File: config.mk
export PLATFORM = sky130hd
export DESIGN_NAME = rfa_front
export DESIGN_NICKNAME = d
export VERILOG_FILES = /design/src/rtl/radial_falloff_alpha_pixel_top_assert.svh /design/src/rtl/rfa_pkg.sv /design/src/rtl/rfa_front.sv
export SDC_FILE = /design/constraint.sdc
export NUM_CORES = 1
export LEC_CHECK = 0
export BUFFER_PORTS_ARGS = -buffer_cell sky130_fd_sc_hd__buf_2
export CORE_ASPECT_RATIO = 0.9
export CORE_MARGIN = 2
export CORE_UTILIZATION = 37
export DETAILED_ROUTE_END_ITERATION = 10
export PLACE_DENSITY = 0.51
export SYNTH_ARGS = -nofsm -noshare
export SYNTH_HDL_FRONTEND = slang
export SYNTH_SLANG_ARGS = --single-unit
File: constraint.sdc
create_clock -name clk_i -period 5.6 [get_ports clk_i]
set_input_delay 1.12 -clock clk_i [delete_from_list [all_inputs] [get_ports clk_i]]
set_output_delay 1.12 -clock clk_i [all_outputs]
set_load 0.05 [all_outputs]
File: src/rtl/radial_falloff_alpha_pixel_top_assert.svh
// ----------------------------------------------------------------------------
// Assertion macros for the soft disc shader
// Shared helpers that write clocked implication checks in one line.
// ----------------------------------------------------------------------------
`ifndef RADIAL_FALLOFF_ALPHA_PIXEL_TOP_ASSERT_SVH
`define RADIAL_FALLOFF_ALPHA_PIXEL_TOP_ASSERT_SVH

// Same-cycle implication, disabled while reset is asserted.
`define RFA_ASSERT_IMP(label, clk, rst_n, ante, cons) \
  label: assert property (@(posedge clk) disable iff (!rst_n) (ante) |-> (cons)) \
    else $error("rfa: implication check failed");

// Next-cycle implication, disabled while reset is asserted.
`define RFA_ASSERT_NXT(label, clk, rst_n, ante, cons) \
  label: assert property (@(posedge clk) disable iff (!rst_n) (ante) |=> (cons)) \
    else $error("rfa: next-cycle check failed");

`endif

File: src/rtl/rfa_pkg.sv
// ----------------------------------------------------------------------------
// rfa_pkg
// Types, register indexes and constant functions of the soft disc shader.
// ----------------------------------------------------------------------------
package rfa_pkg;

  localparam int QueueDepth = 4;
  localparam int CfgIdxW    = 3;

  typedef enum logic [CfgIdxW-1:0] {
    CFG_FILL_COLOR     = 3'd0,
    CFG_RADIUS         = 3'd1,
    CFG_SHAPE_EXPONENT = 3'd2,
    CFG_CENTER_X       = 3'd3,
    CFG_CENTER_Y       = 3'd4
  } cfg_idx_e;

  // Absolute offsets of one pixel from the disc center.
  typedef struct packed {
    logic [16:0] ax;
    logic [16:0] ay;
  } ofs_t;

  // Head of the queue between the front and the back.
  typedef struct packed {
    logic valid;
    ofs_t ofs;
  } front_q_t;

  // Flags that travel with a pixel through the back pipeline.
  typedef struct packed {
    logic v;
    logic kz;
    logic kc;
  } flags_t;

  // Floored integer square root, bit by bit.
  function automatic logic [63:0] isqrt64(input logic [63:0] n_in);
    logic [63:0] n;
    logic [63:0] res;
    logic [63:0] bm;
    n   = n_in;
    res = '0;
    bm  = 64'h4000_0000_0000_0000;
    for (int i = 0; i < 32; i++) begin
      if (n >= res + bm) begin
        n   = n - (res + bm);
        res = (res >> 1) + bm;
      end else begin
        res = res >> 1;
      end
      bm = bm >> 2;
    end
    return res;
  endfunction

  // 2^(-2^-k) in Q0.32, built from repeated square roots.
  function automatic logic [31:0] exp_const(input int k);
    logic [63:0] c;
    c = isqrt64(64'h8000_0000_0000_0000);
    for (int j = 1; j < k; j++) begin
      c = isqrt64(c << 32);
    end
    return c[31:0];
  endfunction

endpackage

File: src/rtl/rfa_front.sv
// ----------------------------------------------------------------------------
// rfa_front
// Takes pixel requests, forms the offsets from the center and queues them.
// ----------------------------------------------------------------------------
module rfa_front #(
  parameter int Depth = rfa_pkg::QueueDepth
) (
  input  logic               clk_i,
  input  logic               rst_ni,
  input  logic               in_valid_i,
  output logic               in_stall_o,
  input  logic signed [15:0] x_pos_i,
  input  logic signed [15:0] y_pos_i,
  input  logic        [15:0] center_x_i,
  input  logic        [15:0] center_y_i,
  input  logic               pop_i,
  output rfa_pkg::front_q_t  fq_o
);

  localparam int AW = (Depth > 1) ? $clog2(Depth) : 1;

  rfa_pkg::ofs_t  mem_q [Depth];
  logic [AW-1:0]  wr_ptr_q, wr_ptr_d;
  logic [AW-1:0]  rd_ptr_q, rd_ptr_d;
  logic [AW:0]    cnt_q, cnt_d;
  logic           push, pop;
  logic [16:0]    dx, dy;
  rfa_pkg::ofs_t  ofs;

  assign in_stall_o = (cnt_q == (AW+1)'(Depth));
  assign push       = in_valid_i && !in_stall_o;
  assign pop        = pop_i && (cnt_q != '0);

  always_comb begin
    dx = {center_x_i[15], center_x_i} - {x_pos_i[15], x_pos_i};
    dy = {center_y_i[15], center_y_i} - {y_pos_i[15], y_pos_i};
    ofs.ax = dx[16] ? (17'd0 - dx) : dx;
    ofs.ay = dy[16] ? (17'd0 - dy) : dy;
  end

  always_comb begin
    wr_ptr_d = wr_ptr_q;
    rd_ptr_d = rd_ptr_q;
    cnt_d    = cnt_q;
    if (push) begin
      wr_ptr_d = (wr_ptr_q == AW'(Depth - 1)) ? '0 : wr_ptr_q + 1'b1;
    end
    if (pop) begin
      rd_ptr_d = (rd_ptr_q == AW'(Depth - 1)) ? '0 : rd_ptr_q + 1'b1;
    end
    if (push && !pop) begin
      cnt_d = cnt_q + 1'b1;
    end else if (pop && !push) begin
      cnt_d = cnt_q - 1'b1;
    end
  end

  always_ff @(posedge clk_i or negedge rst_ni) begin
    if (!rst_ni) begin
      wr_ptr_q <= '0;
      rd_ptr_q <= '0;
      cnt_q    <= '0;
    end else begin
      wr_ptr_q <= wr_ptr_d;
      rd_ptr_q <= rd_ptr_d;
      cnt_q    <= cnt_d;
    end
  end

  always_ff @(posedge clk_i) begin
    if (push) begin
      mem_q[wr_ptr_q] <= ofs;
    end
  end

  assign fq_o.valid = (cnt_q != '0);
  assign fq_o.ofs   = mem_q[rd_ptr_q];

endmodule

==> flow_metrics.tcl, run 1 <==
set metrics [dict create \
    p_total_mw 4.75 \
    antenna_found_initial 0 \
    most-common-layout-cells "edfxtp_1 (136), buf_2 (103), inv_1 (48), ha_1 (40), nor2_1 (37)" \
    async_flop_share_pct 4.90 \
    grt_pass1_vias 4878 \
    postCtsSetupBuffers 0 \
    gp_congestion 0.821 \
    grt_pass1_wl_mm 25.7 \
    drc 0 \
    die_w_um 156 \
    yosysTopAreaCell "edfxtp_1" \
    required_ns 5.80 \
    synth_top_area_share_pct 53.1 \
    tritoncts.num_buffers 17 \
    worstMarginPinSlew_ns 1.01 \
    fillers 1841 \
    p_int_mw 2.89 \
    clk_pin_slew_worst_paths_ns 0.06 \
    syn_area_per_cell_um2 13.6 \
    cp.arrival_ns 4.24 \
    critPathMaxFanout 16 \
    nets 791 \
    synth_edf_count 136 \
    area_delta_synth_final_pct 18.9 \
    netSwitchingPower_mw 1.86 \
    start_util_pct 37.3 \
    cts.hold.buffers_added 0 \
    finalSetupViolCount 0 \
    rsz0062_at_grt "no" \
    grt_use_total_pct 15.2 \
    drtPass1Iterations 4 \
    skew_ns 0.0143 \
    yosysWarnings 0 \
    status "complete, no violations" \
    die-area_mm2 0.0219 \
    p_sw_share_pct 39.2 \
    fin_crit_sh_pct 72.1 \
    irDropWorstVdd_mv 0.227 \
    netlist_instances 564 \
    vias 4919 \
    drive_gt1_share_pct 28.6 \
    antenna_left 0 \
    hold_viol 0 \
    synthTopCellsByArea "edfxtp_1 (53%), mux4_2 (10%), ha_1 (6.5%), xnor2_1 (3.2%), xor2_1 (3.1%)" \
    cts_root_buf "clkbuf_16" \
    final-seq-area_mm2 0.00426 \
    cts_num_sinks 143 \
    multi_input_area_mm2 0.00320 \
    hold_path_class "reg -> reg" \
    syn_area_mm2 0.00769 \
    htree_levels 4 \
    cellLeakagePower_nw 3.53 \
    viasPerCell 5.16 \
    drt_iter0_drc 262 \
    cts_tree "built" \
    ys_seq_area_share_pct 55.4 \
    fin_setup_tns_ns 0 \
    cp-start-kind "input pin" \
    core_mm2 0.0206 \
    ys.flop_type "edfxtp_1" \
    synth_cell_type_count 64 \
    clock_path_buffers 2 \
    clk_latency_ns 0.42 \
    cts_resized 0 \
    relSlewSlack_pct 32.9 \
    finalMaxSlewViolations 0 \
    p_per_area_mw_per_mm2 520 \
    io_buffers 103 \
    period_minus_slack_ns 4.04 \
    worstSetupEndpointType "register" \
    io_pins 104 \
    max_cap_violations 0 \
    wl_mm 16.2 \
    grt_max_degree 30 \
    wl_per_cell_um 17.0 \
    dp_hpwl_mm 11.6 \
    diodes 0 \
    placementRows 50 \
    combPwrFrac_pct 40.3 \
    fp.dieH_um 141 \
    synth-seq-cells 143 \
    p_clk_share_pct 24.5 \
    max_freq_mhz 248 \
    crit_type "in -> reg" \
    grt.overflow.total 0 \
    layout_commonest_cell "edfxtp_1" \
    syn_nets 675 \
    seqPwrFrac_pct 35.2 \
]
-- final cells by class --
class / count / share of cell area, %
timing repair buffer: 109 / 6.13
multi-input combinational: 361 / 35.0
tap: 260 / 3.56
clock buffer: 18 / 4.69
inverter: 48 / 1.97
sequential: 143 / 46.6
clock inverter: 14 / 2.08
-- power groups by stage --
stage	registers, mW	logic (mW)	clock network, mW
2_1_floorplan	1.60	1.54	0
3_3_place_gp	1.69	1.92	0
3_5_place_dp	1.70	1.94	0
4_1_cts	1.68	1.95	1.19
5_1_grt	1.71	2.05	1.24
6_report	1.67	1.92	1.16
-- metal layers --
metal  GRT usage (%)  part of all wire (%)  vias to the layer above
met5               0                     0                        -
met4            4.15                   1.0                        0
met3            2.83                   2.8                       11
met2            24.7                    48                       79
met1            21.0                    49                     2471
li1                -                     -                     2358
-- worst max-delay path: stages --
cell      delay, ns
buf_2          0.10
ha_1           0.24
fa_1           0.42
nand2b_1       0.20
a21oi_1        0.32
o21ai_1        0.21
a21boi_1       0.19
o211ai_1       0.11
a32oi_2        0.84
nor2_1         0.15
xnor2_1        0.33
-- cell families (layout without fill, tap and decap cells) --
logic type	count (synthesis)	count (layout)	share of synthesized area [%]
muxes	37	37	10.4
AOI/OAI and AO/OA	94	94	8.41
adders and majority gates	43	43	7.29
and+or+nand+nor	131	131	9.02
xor gates and xnor gates	56	56	6.48
buffers and inverters	60	189	3.01
DFF	143	143	55.4
-- metrics by stage --
step | instances | area (um2) | hold WS (ns) | worst slack [ns] | utilization, %
after floorplan | 564 | 7690 | 0.449 | 1.84 | -
final | 953 | 9140 | 0.491 | 1.56 | 44.4
after global routing | 953 | 9140 | 0.531 | 1.36 | 44.4
after CTS | 953 | 9140 | 0.492 | 1.68 | 44.4
after global placement | 921 | 8520 | 0.474 | 1.34 | 41.4
after detailed placement | 921 | 8520 | 0.480 | 1.27 | 41.4
-- path summary, 6_finish.rpt --
check                                startpoint                      end  slack [ns]  cells after the start
setup / recovery                     y_pos_i[0]    mem_q[2][5]$_DFFE_PP_        1.56                     11
hold reg to reg            cnt_q[2]$_DFFE_PN0P_     cnt_q[2]$_DFFE_PN0P_        0.49                      1
setup reg to reg           cnt_q[2]$_DFFE_PN0P_    mem_q[1][9]$_DFFE_PP_        2.92                      4
min in group asynchronous                rst_ni  wr_ptr_q[1]$_DFFE_PN0P_        0.54                      1
hold / removal             cnt_q[2]$_DFFE_PN0P_     cnt_q[2]$_DFFE_PN0P_        0.49                      1
max in group asynchronous                rst_ni  rd_ptr_q[0]$_DFFE_PN0P_        4.88                      1
-- flip-flops by register name, indices dropped and copies added, names as in the netlist --
name and flops:
rd_ptr_q 2, wr_ptr_q 2, mem_q 136, cnt_q 3
-- cell usage after synthesis (5+ instances only) --
master	instances
dfrtp_1	7
o21ai_1	7
o21ai_0	17
xor2_1	27
inv_1	48
a21oi_1	25
a21o_1	7
mux4_2	34
nor2_1	37
a31oi_1	7
and2_1	7
ha_1	40
nand2_1	30
clkbuf_1	7
nand2b_1	6
nor3_1	8
xnor2_1	28
nand3_1	13
edfxtp_1	136
nor2b_1	5
No activity file was read; power rests on OpenSTA's default activity.
==> run 2: changes to the inputs <==
--- a/config.mk
+++ b/config.mk
@@ -10,7 +10,7 @@
 export CORE_MARGIN = 2
 export CORE_UTILIZATION = 37
 export DETAILED_ROUTE_END_ITERATION = 10
-export PLACE_DENSITY = 0.51
+export PLACE_DENSITY = 0.53
 export SYNTH_ARGS = -nofsm -noshare
 export SYNTH_HDL_FRONTEND = slang
 export SYNTH_SLANG_ARGS = --single-unit
==> constraint.sdc (replaced) <==
create_clock -name clk_i -period 3.68 [get_ports clk_i]
set_input_delay 0.736 -clock clk_i [delete_from_list [all_inputs] [get_ports clk_i]]
set_output_delay 0.736 -clock clk_i [all_outputs]
set_load 0.05 [all_outputs]
==> flow_metrics.tcl, run 2 (synthesis gave the netlist of run 1 again) <==
set metrics [dict create \
    fp.dieH_um 141 \
    drtPass1Iterations 4 \
    cp-start-kind "input pin" \
    grt.overflow.total 0 \
    fin_cells 962 \
    viasPerCell 5.03 \
    regMostFlops "mem_q" \
    grt_pass1_vias 4882 \
    startpoint "x_pos_i[0]" \
    rsz0062_at_grt "no" \
    worstMarginPinSlew_ns 0.570 \
    io_buffers 103 \
    cellLeakagePower_nw 3.55 \
    design_area_mm2 0.00919 \
    hold_viol 0 \
    required_ns 3.81 \
    irDropWorstVdd_mv 0.455 \
    clock_path_buffers 2 \
    postCtsSetupBuffers 0 \
    hold_path_class "in -> async" \
    worstSetupEndpointType "register" \
    grt_use_total_pct 14.6 \
    grt_max_degree 37 \
    antenna_found_initial 0 \
    wl_mm 15.3 \
    gp_congestion 0.836 \
    final_util_pct 44.7 \
    reg2reg_slack_ns 1.50 \
    period_minus_slack_ns 3.24 \
    cts_root_buf "clkbuf_16" \
    grt_pass1_wl_mm 24.9 \
    wl_per_cell_um 15.9 \
    crit_type "in -> reg" \
    layout_commonest_cell "edfxtp_1" \
    dp_hpwl_mm 10.9 \
    skew_ns 0.00826 \
    cts_resized 0 \
    cp-endpoint "mem_q[1][32]$_DFFE_PP_" \
    drt_iter0_drc 221 \
    reg_top3 "mem_q: 136 flops, cnt_q: 3 flops" \
    drc 0 \
    cp.arrival_ns 3.37 \
    vias 4837 \
    post_dp_cell_area_mm2 0.00862 \
    antenna_left 0 \
    most-common-layout-cells "edfxtp_1 (136), buf_2 (103), inv_1 (48), ha_1 (40), nor2_1 (37)" \
    fin_crit_sh_pct 88.0 \
    core_mm2 0.0206 \
    nets 800 \
    tritoncts.num_buffers 17 \
    cts.hold.buffers_added 0 \
    htree_levels 4 \
    finalSetupViolCount 0 \
    rr_endpoint "mem_q[0][14]$_DFFE_PP_" \
    drive_gt1_share_pct 29.5 \
    r2r_cells 4 \
    largest_reg_flops 136 \
    start_util_pct 37.3 \
    io_pins 104 \
    max_freq_mhz 309 \
    diodes 0 \
    die-area_mm2 0.0219 \
    status "complete, no violations" \
    area_delta_synth_final_pct 19.6 \
    critPathMaxFanout 4 \
    relSlewSlack_pct 62.0 \
    clk_latency_ns 0.40 \
    finalMaxSlewViolations 0 \
    die_w_um 156 \
    cts_tree "built" \
    p_per_area_mw_per_mm2 775 \
    place_inst 930 \
    cts_num_sinks 143 \
    crit-reg2reg-launch "cnt_q[2]$_DFFE_PN0P_" \
    clk_pin_slew_worst_paths_ns 0.06 \
    placementRows 50 \
    max_cap_violations 0 \
]
run 2: changes by cell type in the layout (fill, tap and decap cells not counted), sizes merged:
cell,change
clkinv,-3
buf,+9
clkbuf,+2
clkinvlp,+3
bufinv,-2
run 2: power by group:
group	internal (mW)	total (mW)	leakage, nW	switching, mW
clock network	1.00	1.64	0.259	0.641
logic	0.976	3.01	1.97	2.03
registers	2.33	2.48	1.32	0.144
total	4.31	7.13	3.55	2.82
run 2: area by class of cell:
type                    instances  area [um2]
repair buffers                118         653
fillers                      1870       11400
multi-input cells             361        3200
clock buffers                  20         437
well taps                     260         325
clock inverters                12         140
inverters                      48         180
flip-flops and latches        143        4260
run 2: critical path: stages:
cell	delay, ns
buf_2	0.10
ha_1	0.21
fa_1	0.40
nand2b_1	0.18
a211oi_1	0.32
and2b_2	0.28
xnor2_2	0.13
or3b_4	0.44
nor4_4	0.20
a41oi_1	0.17
xor2_1	0.21
run 2: layer usage:
metal	GRT usage [%]	vias up	share of wire [%]
met4	3.62	0	0.69
met2	23.7	77	49
met1	20.3	2375	48
li1	-	2377	-
met3	2.92	8	3.0
met5	0	-	0
run 2: worst min-delay path by stage:
stage,slack [ns],cells after the start,end
after floorplan,0.44,0,cnt_q[0]$_DFFE_PN0P_
after global placement,0.47,1,cnt_q[2]$_DFFE_PN0P_
after detailed placement,0.47,1,cnt_q[2]$_DFFE_PN0P_
after CTS,0.14,1,cnt_q[2]$_DFFE_PN0P_
after global routing,0.14,1,cnt_q[2]$_DFFE_PN0P_
final,0.15,1,cnt_q[2]$_DFFE_PN0P_
run 2: metrics by stage:
| stage | power, mW | TNS [ns] | hold slack, ns | worst slack [ns] |
|---|---|---|---|---|
| 6_report | 7.13 | 0 | 0.154 | 0.443 |
| 4_1_cts | 7.25 | 0 | 0.137 | 0.418 |
| 2_1_floorplan | 4.78 | 0 | 0.440 | 0.301 |
| 3_3_place_gp | 5.52 | 0 | 0.470 | 0.0881 |
| 5_1_grt | 7.53 | 0 | 0.143 | 0.0880 |
| 3_5_place_dp | 5.58 | -0.0541 | 0.472 | -0.0135 |
